==> src/sv/i2c_master_register_access_defines.svh <==
// Assertion macros shared by the I2C register access master.
// Depends on a clock named clock and a reset named reset in the using module.
`ifndef I2C_MASTER_REGISTER_ACCESS_DEFINES_SVH
`define I2C_MASTER_REGISTER_ACCESS_DEFINES_SVH

// The property must hold at every rising clock edge outside reset.
`define I2CM_ASSERT(label, prop, msg) \
   label: assert property (@(posedge clock) disable iff (reset) (prop)) else $error(msg);

// When the antecedent holds, the consequent must hold in the following cycle.
`define I2CM_ASSERT_NEXT(label, ante, cons, msg) \
   label: assert property (@(posedge clock) disable iff (reset) (ante) |=> (cons)) \
      else $error(msg);

`endif

==> src/sv/i2cm_pkg.sv <==
// Package for the I2C register access master: types, codes and helpers.
// Used by every module of the block; depends on nothing.
`timescale 1ns / 1ps

package i2cm_pkg;

   localparam int COUNT_BITS = 16;

   localparam int REQ_TDATA_W = 40;
   localparam int REQ_TUSER_W = 2;
   localparam int RSP_TDATA_W = 16;

   localparam logic [1:0] CMD_TICK  = 2'd0;
   localparam logic [1:0] CMD_WRITE = 2'd1;
   localparam logic [1:0] CMD_READ  = 2'd2;

   localparam logic RW_WRITE = 1'b0;
   localparam logic RW_READ  = 1'b1;

   // Last step index of a byte send (8 bits of 3 ticks) and of a byte receive
   // (one release tick, then 8 bits of 3 ticks).
   localparam logic [4:0] SEND_LAST_STEP = 5'd23;
   localparam logic [4:0] RECV_LAST_STEP = 5'd24;

   typedef enum logic [2:0] {
      PH_IDLE,
      PH_START,
      PH_SEND,
      PH_ACKR,
      PH_RECV,
      PH_SENDACK,
      PH_STOP_OK,
      PH_STOP_FAIL
   } phase_type;

   typedef enum logic [1:0] {
      ROLE_AW,
      ROLE_REG,
      ROLE_AR,
      ROLE_DATA
   } role_type;

   typedef struct packed {
      logic [1:0]  cmd;
      logic [7:0]  reg_number;
      logic [15:0] byte_count;
      logic [7:0]  write_data;
      logic        sda_in;
   } req_type;

   typedef struct packed {
      logic       scl_level;
      logic       sda_level;
      logic       busy_res;
      logic       data_taken;
      logic [7:0] read_byte;
      logic       read_valid;
      logic       done_res;
      logic       success;
   } rsp_type;

   // Remainder of a five-bit value by three through compare and subtract.
   function automatic logic [1:0] mod3(input logic [4:0] value);
      logic [4:0] r;
      r = value;
      if (r >= 5'd24) r = r - 5'd24;
      if (r >= 5'd12) r = r - 5'd12;
      if (r >= 5'd6) r = r - 5'd6;
      if (r >= 5'd3) r = r - 5'd3;
      return r[1:0];
   endfunction

endpackage

==> src/sv/i2cm_seq.sv <==
// Bus sequencer of the I2C register access master: state registers and the
// per-tick next-state and result logic. Depends on i2cm_pkg and the defines header.
`timescale 1ns / 1ps
`include "i2c_master_register_access_defines.svh"

module i2cm_seq (
   input  logic                clock,
   input  logic                reset,
   input  logic                accept,
   input  i2cm_pkg::req_type   req,
   input  logic [6:0]          target_address,
   output i2cm_pkg::rsp_type   rsp
);

   i2cm_pkg::phase_type                 phase_ff, phase_in, phase_cur;
   i2cm_pkg::role_type                  role_ff, role_in;
   logic [4:0]                          step_ff, step_in, k;
   logic [7:0]                          shift_ff, shift_in;
   logic [i2cm_pkg::COUNT_BITS-1:0]     left_ff, left_in, left_dec;
   logic [7:0]                          reg_ff, reg_in;
   logic                                read_mode_ff, read_mode_in;
   logic                                scl_pin_ff, scl_pin_in;
   logic                                sda_pin_ff, sda_pin_in;
   logic                                nack_ff, nack_in;
   logic                                repeated_ff, repeated_in;

   logic [i2cm_pkg::COUNT_BITS-1:0]     count;
   logic                                begin_cmd;
   logic                                zero_fail;
   logic                                active;
   logic                                step_wrap;
   logic [1:0]                          recv_sub;
   logic [7:0]                          send_byte;

   logic                                taken;
   logic                                rvalid;
   logic                                done;
   logic                                ok;

   logic                                in_send;
   logic                                in_stop_ok;
   logic                                begin_go;
   logic                                at_start_step1;

   assign count     = req.byte_count[i2cm_pkg::COUNT_BITS-1:0];
   assign begin_cmd = (req.cmd == i2cm_pkg::CMD_WRITE) || (req.cmd == i2cm_pkg::CMD_READ);
   assign left_dec  = left_ff - {{(i2cm_pkg::COUNT_BITS-1){1'b0}}, 1'b1};
   assign recv_sub  = i2cm_pkg::mod3(k - 5'd1);
   assign send_byte = (k == 5'd0 && role_ff == i2cm_pkg::ROLE_DATA) ? req.write_data : shift_ff;

   // A nonzero-count begin command performs its first START tick on the same transaction.
   always_comb begin
      zero_fail = 1'b0;
      active    = 1'b0;
      phase_cur = phase_ff;
      k         = step_ff;
      if (phase_ff == i2cm_pkg::PH_IDLE) begin
         if (begin_cmd) begin
            if (count == '0) begin
               zero_fail = 1'b1;
            end else begin
               active    = 1'b1;
               phase_cur = i2cm_pkg::PH_START;
               k         = 5'd0;
            end
         end
      end else begin
         active = 1'b1;
      end
   end

   // Next state.
   always_comb begin
      phase_in     = phase_ff;
      role_in      = role_ff;
      step_in      = step_ff;
      shift_in     = shift_ff;
      left_in      = left_ff;
      reg_in       = reg_ff;
      read_mode_in = read_mode_ff;
      scl_pin_in   = scl_pin_ff;
      sda_pin_in   = sda_pin_ff;
      nack_in      = nack_ff;
      repeated_in  = repeated_ff;
      step_wrap    = 1'b0;

      if (phase_ff == i2cm_pkg::PH_IDLE && active) begin
         read_mode_in = (req.cmd == i2cm_pkg::CMD_READ);
         reg_in       = req.reg_number;
         left_in      = count;
         repeated_in  = 1'b0;
         nack_in      = 1'b0;
      end

      if (active) begin
         phase_in = phase_cur;
         case (phase_cur)
            i2cm_pkg::PH_START: begin
               if (k == 5'd0) sda_pin_in = 1'b1;
               else if (k == 5'd1) scl_pin_in = 1'b1;
               else if (k == 5'd2) sda_pin_in = 1'b0;
               else begin
                  scl_pin_in = 1'b0;
                  phase_in   = i2cm_pkg::PH_SEND;
                  step_wrap  = 1'b1;
                  if (repeated_ff) begin
                     role_in  = i2cm_pkg::ROLE_AR;
                     shift_in = {target_address, i2cm_pkg::RW_READ};
                  end else begin
                     role_in  = i2cm_pkg::ROLE_AW;
                     shift_in = {target_address, i2cm_pkg::RW_WRITE};
                  end
               end
            end
            i2cm_pkg::PH_SEND: begin
               case (i2cm_pkg::mod3(k))
                  2'd0: begin
                     sda_pin_in = send_byte[7];
                     shift_in   = {send_byte[6:0], 1'b0};
                  end
                  2'd1: scl_pin_in = 1'b1;
                  default: begin
                     scl_pin_in = 1'b0;
                     if (k >= i2cm_pkg::SEND_LAST_STEP) begin
                        phase_in  = i2cm_pkg::PH_ACKR;
                        step_wrap = 1'b1;
                     end
                  end
               endcase
            end
            i2cm_pkg::PH_ACKR: begin
               if (k == 5'd0) sda_pin_in = 1'b1;
               else if (k == 5'd1) scl_pin_in = 1'b1;
               else if (k == 5'd2) nack_in = req.sda_in;
               else begin
                  scl_pin_in = 1'b0;
                  step_wrap  = 1'b1;
                  if (nack_ff) begin
                     phase_in = i2cm_pkg::PH_STOP_FAIL;
                  end else begin
                     case (role_ff)
                        i2cm_pkg::ROLE_AW: begin
                           role_in  = i2cm_pkg::ROLE_REG;
                           shift_in = reg_ff;
                           phase_in = i2cm_pkg::PH_SEND;
                        end
                        i2cm_pkg::ROLE_REG: begin
                           if (read_mode_ff) begin
                              repeated_in = 1'b1;
                              phase_in    = i2cm_pkg::PH_START;
                           end else begin
                              role_in  = i2cm_pkg::ROLE_DATA;
                              shift_in = 8'h00;
                              phase_in = i2cm_pkg::PH_SEND;
                           end
                        end
                        i2cm_pkg::ROLE_AR: begin
                           phase_in = i2cm_pkg::PH_RECV;
                           shift_in = 8'h00;
                        end
                        default: begin
                           left_in = left_dec;
                           if (left_dec == '0) begin
                              phase_in = i2cm_pkg::PH_STOP_OK;
                           end else begin
                              role_in  = i2cm_pkg::ROLE_DATA;
                              shift_in = 8'h00;
                              phase_in = i2cm_pkg::PH_SEND;
                           end
                        end
                     endcase
                  end
               end
            end
            i2cm_pkg::PH_RECV: begin
               if (k == 5'd0) begin
                  // Release SDA so the target can drive the data bits.
                  sda_pin_in = 1'b1;
                  shift_in   = 8'h00;
               end else begin
                  case (recv_sub)
                     2'd0: scl_pin_in = 1'b1;
                     2'd1: shift_in = {shift_ff[6:0], req.sda_in};
                     default: begin
                        scl_pin_in = 1'b0;
                        if (k >= i2cm_pkg::RECV_LAST_STEP) begin
                           phase_in  = i2cm_pkg::PH_SENDACK;
                           step_wrap = 1'b1;
                        end
                     end
                  endcase
               end
            end
            i2cm_pkg::PH_SENDACK: begin
               // The last byte is answered with a NACK.
               if (k == 5'd0) sda_pin_in = (left_ff == {{(i2cm_pkg::COUNT_BITS-1){1'b0}}, 1'b1});
               else if (k == 5'd1) scl_pin_in = 1'b1;
               else begin
                  scl_pin_in = 1'b0;
                  left_in    = left_dec;
                  phase_in   = (left_dec == '0) ? i2cm_pkg::PH_STOP_OK : i2cm_pkg::PH_RECV;
                  step_wrap  = 1'b1;
               end
            end
            i2cm_pkg::PH_STOP_OK, i2cm_pkg::PH_STOP_FAIL: begin
               if (k == 5'd0) sda_pin_in = 1'b0;
               else if (k == 5'd1) scl_pin_in = 1'b1;
               else begin
                  sda_pin_in = 1'b1;
                  phase_in   = i2cm_pkg::PH_IDLE;
                  step_wrap  = 1'b1;
               end
            end
            default: begin
               phase_in  = i2cm_pkg::PH_IDLE;
               step_wrap = 1'b1;
            end
         endcase
         step_in = step_wrap ? 5'd0 : k + 5'd1;
      end
   end

   // Result flags of this tick.
   always_comb begin
      taken  = 1'b0;
      rvalid = 1'b0;
      done   = zero_fail;
      ok     = 1'b0;
      if (active) begin
         case (phase_cur)
            i2cm_pkg::PH_SEND: begin
               taken = (k == 5'd0) && (role_ff == i2cm_pkg::ROLE_DATA);
            end
            i2cm_pkg::PH_RECV: begin
               rvalid = (k >= i2cm_pkg::RECV_LAST_STEP) && (recv_sub == 2'd2);
            end
            i2cm_pkg::PH_STOP_OK: begin
               done = (k >= 5'd2);
               ok   = (k >= 5'd2);
            end
            i2cm_pkg::PH_STOP_FAIL: begin
               done = (k >= 5'd2);
            end
            default: begin
               taken = 1'b0;
            end
         endcase
      end
   end

   assign rsp.scl_level  = scl_pin_in;
   assign rsp.sda_level  = sda_pin_in;
   assign rsp.busy_res   = (phase_in != i2cm_pkg::PH_IDLE);
   assign rsp.data_taken = taken;
   assign rsp.read_byte  = rvalid ? shift_ff : 8'h00;
   assign rsp.read_valid = rvalid;
   assign rsp.done_res   = done;
   assign rsp.success    = done & ok;

   always_ff @(posedge clock) begin
      if (reset) begin
         phase_ff     <= i2cm_pkg::PH_IDLE;
         role_ff      <= i2cm_pkg::ROLE_AW;
         step_ff      <= 5'd0;
         shift_ff     <= 8'h00;
         left_ff      <= '0;
         reg_ff       <= 8'h00;
         read_mode_ff <= 1'b0;
         scl_pin_ff   <= 1'b1;
         sda_pin_ff   <= 1'b1;
         nack_ff      <= 1'b0;
         repeated_ff  <= 1'b0;
      end else if (accept) begin
         phase_ff     <= phase_in;
         role_ff      <= role_in;
         step_ff      <= step_in;
         shift_ff     <= shift_in;
         left_ff      <= left_in;
         reg_ff       <= reg_in;
         read_mode_ff <= read_mode_in;
         scl_pin_ff   <= scl_pin_in;
         sda_pin_ff   <= sda_pin_in;
         nack_ff      <= nack_in;
         repeated_ff  <= repeated_in;
      end
   end

   assign in_send        = (phase_ff == i2cm_pkg::PH_SEND);
   assign in_stop_ok     = (phase_ff == i2cm_pkg::PH_STOP_OK);
   assign begin_go       = accept && (phase_ff == i2cm_pkg::PH_IDLE) && begin_cmd && (count != '0);
   assign at_start_step1 = (phase_ff == i2cm_pkg::PH_START) && (step_ff == 5'd1);

   `I2CM_ASSERT(a_taken_in_send, (accept && taken) |-> in_send, "data taken outside a byte send")
   `I2CM_ASSERT(a_read_in_read_mode, (accept && rvalid) |-> read_mode_ff, "read byte in a write")
   `I2CM_ASSERT(a_success_on_stop, (accept && done && ok) |-> in_stop_ok, "unexpected success")
   `I2CM_ASSERT_NEXT(a_begin_starts, begin_go, at_start_step1, "begin did not enter start")

endmodule

==> src/sv/i2cm_rsp_reg.sv <==
// Result register of the I2C register access master: holds one packed result
// until the downstream side takes it. Depends on i2cm_pkg.
`timescale 1ns / 1ps

module i2cm_rsp_reg (
   input  logic                               clock,
   input  logic                               reset,
   input  logic                               load,
   input  i2cm_pkg::rsp_type                  rsp_in,
   input  logic                               rsp_tready,
   output logic                               rsp_tvalid,
   output logic [i2cm_pkg::RSP_TDATA_W-1:0]   rsp_tdata
);

   logic                               valid_ff;
   logic [i2cm_pkg::RSP_TDATA_W-1:0]   data_ff, data_in;

   assign data_in = {1'b0, rsp_in.success, rsp_in.done_res, rsp_in.read_valid,
                     rsp_in.read_byte, rsp_in.data_taken, rsp_in.busy_res,
                     rsp_in.sda_level, rsp_in.scl_level};

   always_ff @(posedge clock) begin
      if (reset) begin
         valid_ff <= 1'b0;
      end else if (load) begin
         valid_ff <= 1'b1;
      end else if (rsp_tready) begin
         valid_ff <= 1'b0;
      end
   end

   always_ff @(posedge clock) begin
      if (load) begin
         data_ff <= data_in;
      end
   end

   assign rsp_tvalid = valid_ff;
   assign rsp_tdata  = data_ff;

endmodule

==> src/sv/i2c_master_register_access.sv <==
// Top level of the I2C register access master: configuration register, handshake
// control, sequencer and result register. Depends on i2cm_pkg, i2cm_seq and i2cm_rsp_reg.
//
//   Port group   Direction  Carries
//   req_*        in         one bus tick with command and sampled SDA
//   rsp_*        out        pin levels and status after that tick
//   csr_*        in         seven-bit target address
//
// Every tick is one transaction in and one out; while req_tready is high, a new one
// can be taken each cycle. The whole tick is worked out combinationally between the
// sequencer state and result register, so a result is valid the cycle after acceptance.
// Reset is synchronous and active high; it leaves the bus released and idle.
// req_tready drops only while a result waits in the result register and rsp_tready is low.
`timescale 1ns / 1ps

module i2c_master_register_access (
   input  logic                               clock,
   input  logic                               reset,
   input  logic                               req_tvalid,
   output logic                               req_tready,
   // [7:0] reg_number, [23:8] byte_count, [31:24] write_data, [32] sda_in, rest zero
   input  logic [i2cm_pkg::REQ_TDATA_W-1:0]   req_tdata,
   // [1:0] cmd
   input  logic [i2cm_pkg::REQ_TUSER_W-1:0]   req_tuser,
   output logic                               rsp_tvalid,
   input  logic                               rsp_tready,
   // [0] scl_level, [1] sda_level, [2] busy_res, [3] data_taken, [11:4] read_byte,
   // [12] read_valid, [13] done_res, [14] success, [15] zero
   output logic [i2cm_pkg::RSP_TDATA_W-1:0]   rsp_tdata,
   input  logic                               csr_we,
   input  logic [6:0]                         csr_wdata
);

   logic [6:0]           target_addr_ff;
   logic                 accept;
   i2cm_pkg::req_type    req;
   i2cm_pkg::rsp_type    rsp;

   always_ff @(posedge clock) begin
      if (reset) begin
         target_addr_ff <= 7'd0;
      end else if (csr_we) begin
         target_addr_ff <= csr_wdata;
      end
   end

   assign req_tready = ~rsp_tvalid | rsp_tready;
   assign accept     = req_tvalid & req_tready;

   assign req.cmd        = req_tuser;
   assign req.reg_number = req_tdata[7:0];
   assign req.byte_count = req_tdata[23:8];
   assign req.write_data = req_tdata[31:24];
   assign req.sda_in     = req_tdata[32];

   i2cm_seq u_seq (
      .clock          (clock),
      .reset          (reset),
      .accept         (accept),
      .req            (req),
      .target_address (target_addr_ff),
      .rsp            (rsp)
   );

   i2cm_rsp_reg u_rsp_reg (
      .clock      (clock),
      .reset      (reset),
      .load       (accept),
      .rsp_in     (rsp),
      .rsp_tready (rsp_tready),
      .rsp_tvalid (rsp_tvalid),
      .rsp_tdata  (rsp_tdata)
   );

endmodule
==> config.mk <==
export PLATFORM = sky130hd
export DESIGN_NAME = i2c_master_register_access
export DESIGN_NICKNAME = d
export VERILOG_FILES = /design/src/sv/i2cm_pkg.sv /design/src/sv/i2cm_seq.sv /design/src/sv/i2cm_rsp_reg.sv /design/src/sv/i2c_master_register_access.sv
export VERILOG_INCLUDE_DIRS = /design/src /design/src/sv
export SDC_FILE = /design/constraint.sdc
export NUM_CORES = 1
export LEC_CHECK = 0
export BUFFER_PORTS_ARGS = -buffer_cell sky130_fd_sc_hd__buf_2
export CORE_ASPECT_RATIO = 1.25
export CORE_UTILIZATION = 45
export CTS_CLUSTER_DIAMETER = 50
export DETAILED_ROUTE_END_ITERATION = 16
export GPL_TIMING_DRIVEN = 0
export PLACE_DENSITY = 0.67
export SLEW_MARGIN = 15
export SYNTH_ARGS = -nofsm -noshare
export SYNTH_HDL_FRONTEND = slang
export SYNTH_SLANG_ARGS = --single-unit
==> constraint.sdc <==
create_clock -name clock -period 8.51 [get_ports clock]
set_input_delay 1.702 -clock clock [delete_from_list [all_inputs] [get_ports clock]]
set_output_delay 1.702 -clock clock [all_outputs]
set_load 0.05 [all_outputs]
==> results by group <==
Floorplan
  • Die width: 100 um
  • Initial Util: 46.4%
  • Die H: 125 um
  • Core area: 11700 um^2
  • # IOs: 72
  • Std cell rows: 44
  • Die area: 12500 um^2

GRT
  • Largest net degree at the start of global routing: 25
  • Total Routing Usage GR: 26.3%
  • Vias in the first global route: 5313
  • Initial antenna violation count: 0
  • First-pass GRT wire length: 26200 um
  • Total gr overflow: 0

Worst hold path
  • Min-delay worst type: reg -> reg

Logic synthesis
  • Mean Syn Cell Area: 7.76 um^2
  • Synth top area cells: dfxtp_1 (20%), edfxtp_1 (8.3%), nor2_1 (5.9%), ha_1 (5.5%), a21oi_1 (5.0%)
  • Ys flop type: dfxtp_1
  • Async S/R FF share, synth: 0%
  • Synth top cells by count: nor2_1 (85), nand2_1 (71), dfxtp_1 (55)
  • Number of synthesized flops with an enable pin: 15
  • Gate Count Post-Synth: 698
  • Top cell type's share of synthesized area: 20.3%
  • Most numerous cell in the Yosys netlist: nor2_1
  • Ys Warns: 0
  • Syn Std Cell Area: 5410 um^2
  • Sequential-to-total area share from yosys stat: 28.7%
  • Syn Nets: 776
  • Synth unique cells: 81
  • Synth area leader: dfxtp_1
  • Seq cells post-synth: 70

Layout
  • Fin nets: 853
  • Fraction of layout cells with a size suffix above 1: 16.8%
  • Area Growth Syn to Fin: 16.3%
  • # diodes: 0
  • Non-filler cells, final: 941

Worst setup path
  • Flop-to-flop setup slack: 1470 ps
  • CP Capture Point: u_seq.shift_ff[2]
  • Worst Path Class, Setup: in -> reg
  • Crit path arrival time: 8460 ps
  • FF-to-FF path depth: 27
  • Worst Setup End Kind: register
  • FF-to-FF Start: u_seq.phase_ff[0]
  • Crit Path Max Fanout: 10
  • Reg-to-reg endpoint: u_seq.shift_ff[2]
  • CP startpoint: req_tdata[9]
  • Startpoint Class: input pin
  • WP data required: 8730 ps

Route
  • Drt drc: 0
  • Via/cell ratio: 6.10
  • Total Wirelength: 16200 um
  • Vias: 5736
  • First drt pass iteration count: 5
  • WL per Instance: 17.2 um
  • Iteration-0 DRC Markers: 415
  • Detail Route Antenna Nets: 0

Clocking
  • Worst-path clk slew: 60 ps
  • Hold buffer count at CTS: 0
  • H-tree depth: 3
  • Skew-Pair Late Insertion Delay: 340 ps
  • Clock Tree Buf Depth: 2
  • TritonCTS buffer count: 9
  • Sink Count: 70
  • CTS tree: built
  • Root Driver: clkbuf_16

Power and ir drop
  • Cell-internal power: 736 uW
  • Clock Power Share: 30.1%
  • Switching share of power: 38.7%
  • Logic pwr share: 38.8%
  • Sw Pwr: 464 uW
  • Sequential Power Share: 31.1%
  • VDD IR max: 0.0994 mV
  • PD cells: 191 nW/um^2
  • P_leak: 0.00240 uW

Job
  • Max-cap violations: 0

STA
  • Max transition margin: 28.9%
  • Max Transition Viols Final: 0
  • Min Tclk post-route: 8240 ps
  • Final period util: 96.8%
  • Slew @ Worst Pin: 1060 ps
  • Final worst slack: 271 ps
  • Setup TNS: 0 ps
  • Clock skew: 7.71 ps
  • RSZ-0062 raised after global routing: no
  • Hold WS: 472 ps
  • F_max: 0.121 GHz
  • # setup viols final: 0
  • Final Hold Viols: 0

Place
  • Number of port buffers: 62
  • DP Wirelength: 12100 um
  • Placed Cells: 921
  • Routability cong.: 0.929
  • Pre-CTS setup slack: -1220 ps

Outcome
  • Status: complete, no violations
cells in the final DEF (no fill, tap or decap), drive strengths merged, types with 14 or more instances in the layout:
cell,instances
a21oi,55
and2,18
buf,81
clkbuf,39
dfxtp,55
edfxtp,15
ha,24
inv,31
nand2,71
nor2,85
nor3,23
o21ai,36
o22ai,14
critical path, cell delays in order:
cell,delay (ps)
buf_2,110
or4_4,580
o41ai_4,390
buf_4,240
nand2_1,220
ha_2,320
buf_2,190
clkbuf_4,210
o21ai_4,120
o31ai_2,140
ha_2,360
or3b_2,450
and3_1,170
a221o_1,290
a211oi_4,280
ha_2,260
inv_1,70
and4_1,180
or2_2,270
ha_1,190
or2_2,300
a2111oi_4,360
a31o_2,190
a21oi_2,110
o31ai_4,240
buf_12,160
mux2_2,330
logic make-up (layout without fill, tap and decap cells):
logic type,after synthesis,count (layout),synth area share [%]
and+or+nand+nor,292,292,27.9
AOI/OAI and AO/OA,205,205,26.5
muxes,19,19,3.70
xor gates and xnor gates,14,14,2.26
adders and majority gates,24,24,5.55
buffers and inverters,73,155,5.34
other,1,1,0.0693
DFF,70,70,28.7
power groups by stage:
stage / clock network (uW) / logic [uW] / registers [uW]
after detailed placement: 0 / 444 / 381
final: 361 / 466 / 374
after CTS: 365 / 453 / 374
after floorplan: 0 / 320 / 396
after global placement: 0 / 434 / 380
after global routing: 381 / 506 / 376
layer usage:
| layer | part of all wire, % | global-route usage, % | routed length [um] | up-vias |
|---|---|---|---|---|
| li1 | - | - | - | 2723 |
| met1 | 41 | 33.5 | 6650 | 2732 |
| met2 | 49 | 44.1 | 7950 | 240 |
| met3 | 6.8 | 3.31 | 1100 | 41 |
| met4 | 3.1 | 11.5 | 506 | 0 |
| met5 | 0 | 0 | 0 | - |
metrics by stage:
step                utilization, %  power (uW)  cell area, um^2
floorplan                        -         717             5430
global placement              50.9         814             5940
detailed placement            50.9         825             5940
CTS                           53.7        1190             6270
global route                  53.9        1260             6300
finish                        53.9        1200             6300
registers in the layout, indices dropped and copies added (netlist names):
register              flops
target_addr_ff            7
u_rsp_reg.rsp_tdata      15
u_rsp_reg.rsp_tvalid      1
u_seq.left_ff            16
u_seq.nack_ff             1
u_seq.phase_ff            3
u_seq.read_mode_ff        1
u_seq.reg_ff              8
u_seq.repeated_ff         1
u_seq.role_ff             2
u_seq.scl_pin_ff          1
u_seq.sda_pin_ff          1
u_seq.shift_ff            8
u_seq.step_ff             5
worst min path at each step:
stage,start,end,slack [ps],cells after the start
3_3_place_gp,u_seq.reg_ff[1],u_seq.reg_ff[1],450,2
5_1_grt,u_seq.reg_ff[5],u_seq.reg_ff[5],490,2
3_5_place_dp,u_seq.reg_ff[6],u_seq.reg_ff[6],460,2
6_report,u_seq.reg_ff[2],u_seq.reg_ff[2],470,2
2_1_floorplan,u_seq.reg_ff[0],u_seq.reg_ff[0],440,2
4_1_cts,u_seq.reg_ff[0],u_seq.reg_ff[0],480,2
cell type report:
class,instances,area (um^2)
Buffer,45,193
Clock buffer,9,225
Clock inverter,7,52.6
Fill cell,1166,5380
Inverter,28,105
Multi-Input combinational cell,555,3610
Sequential cell,70,1550
Tap cell,161,201
Timing Repair Buffer,66,353
timing repair:
item / in CTS / in global routing
resized for setup: 4 / 8
gates cloned: 0 / 0
pin swaps: 5 / 1
setup buffers: 4 / 0
setup endpoints to repair: 25 / 25
Power figures use the tool's default switching activity.
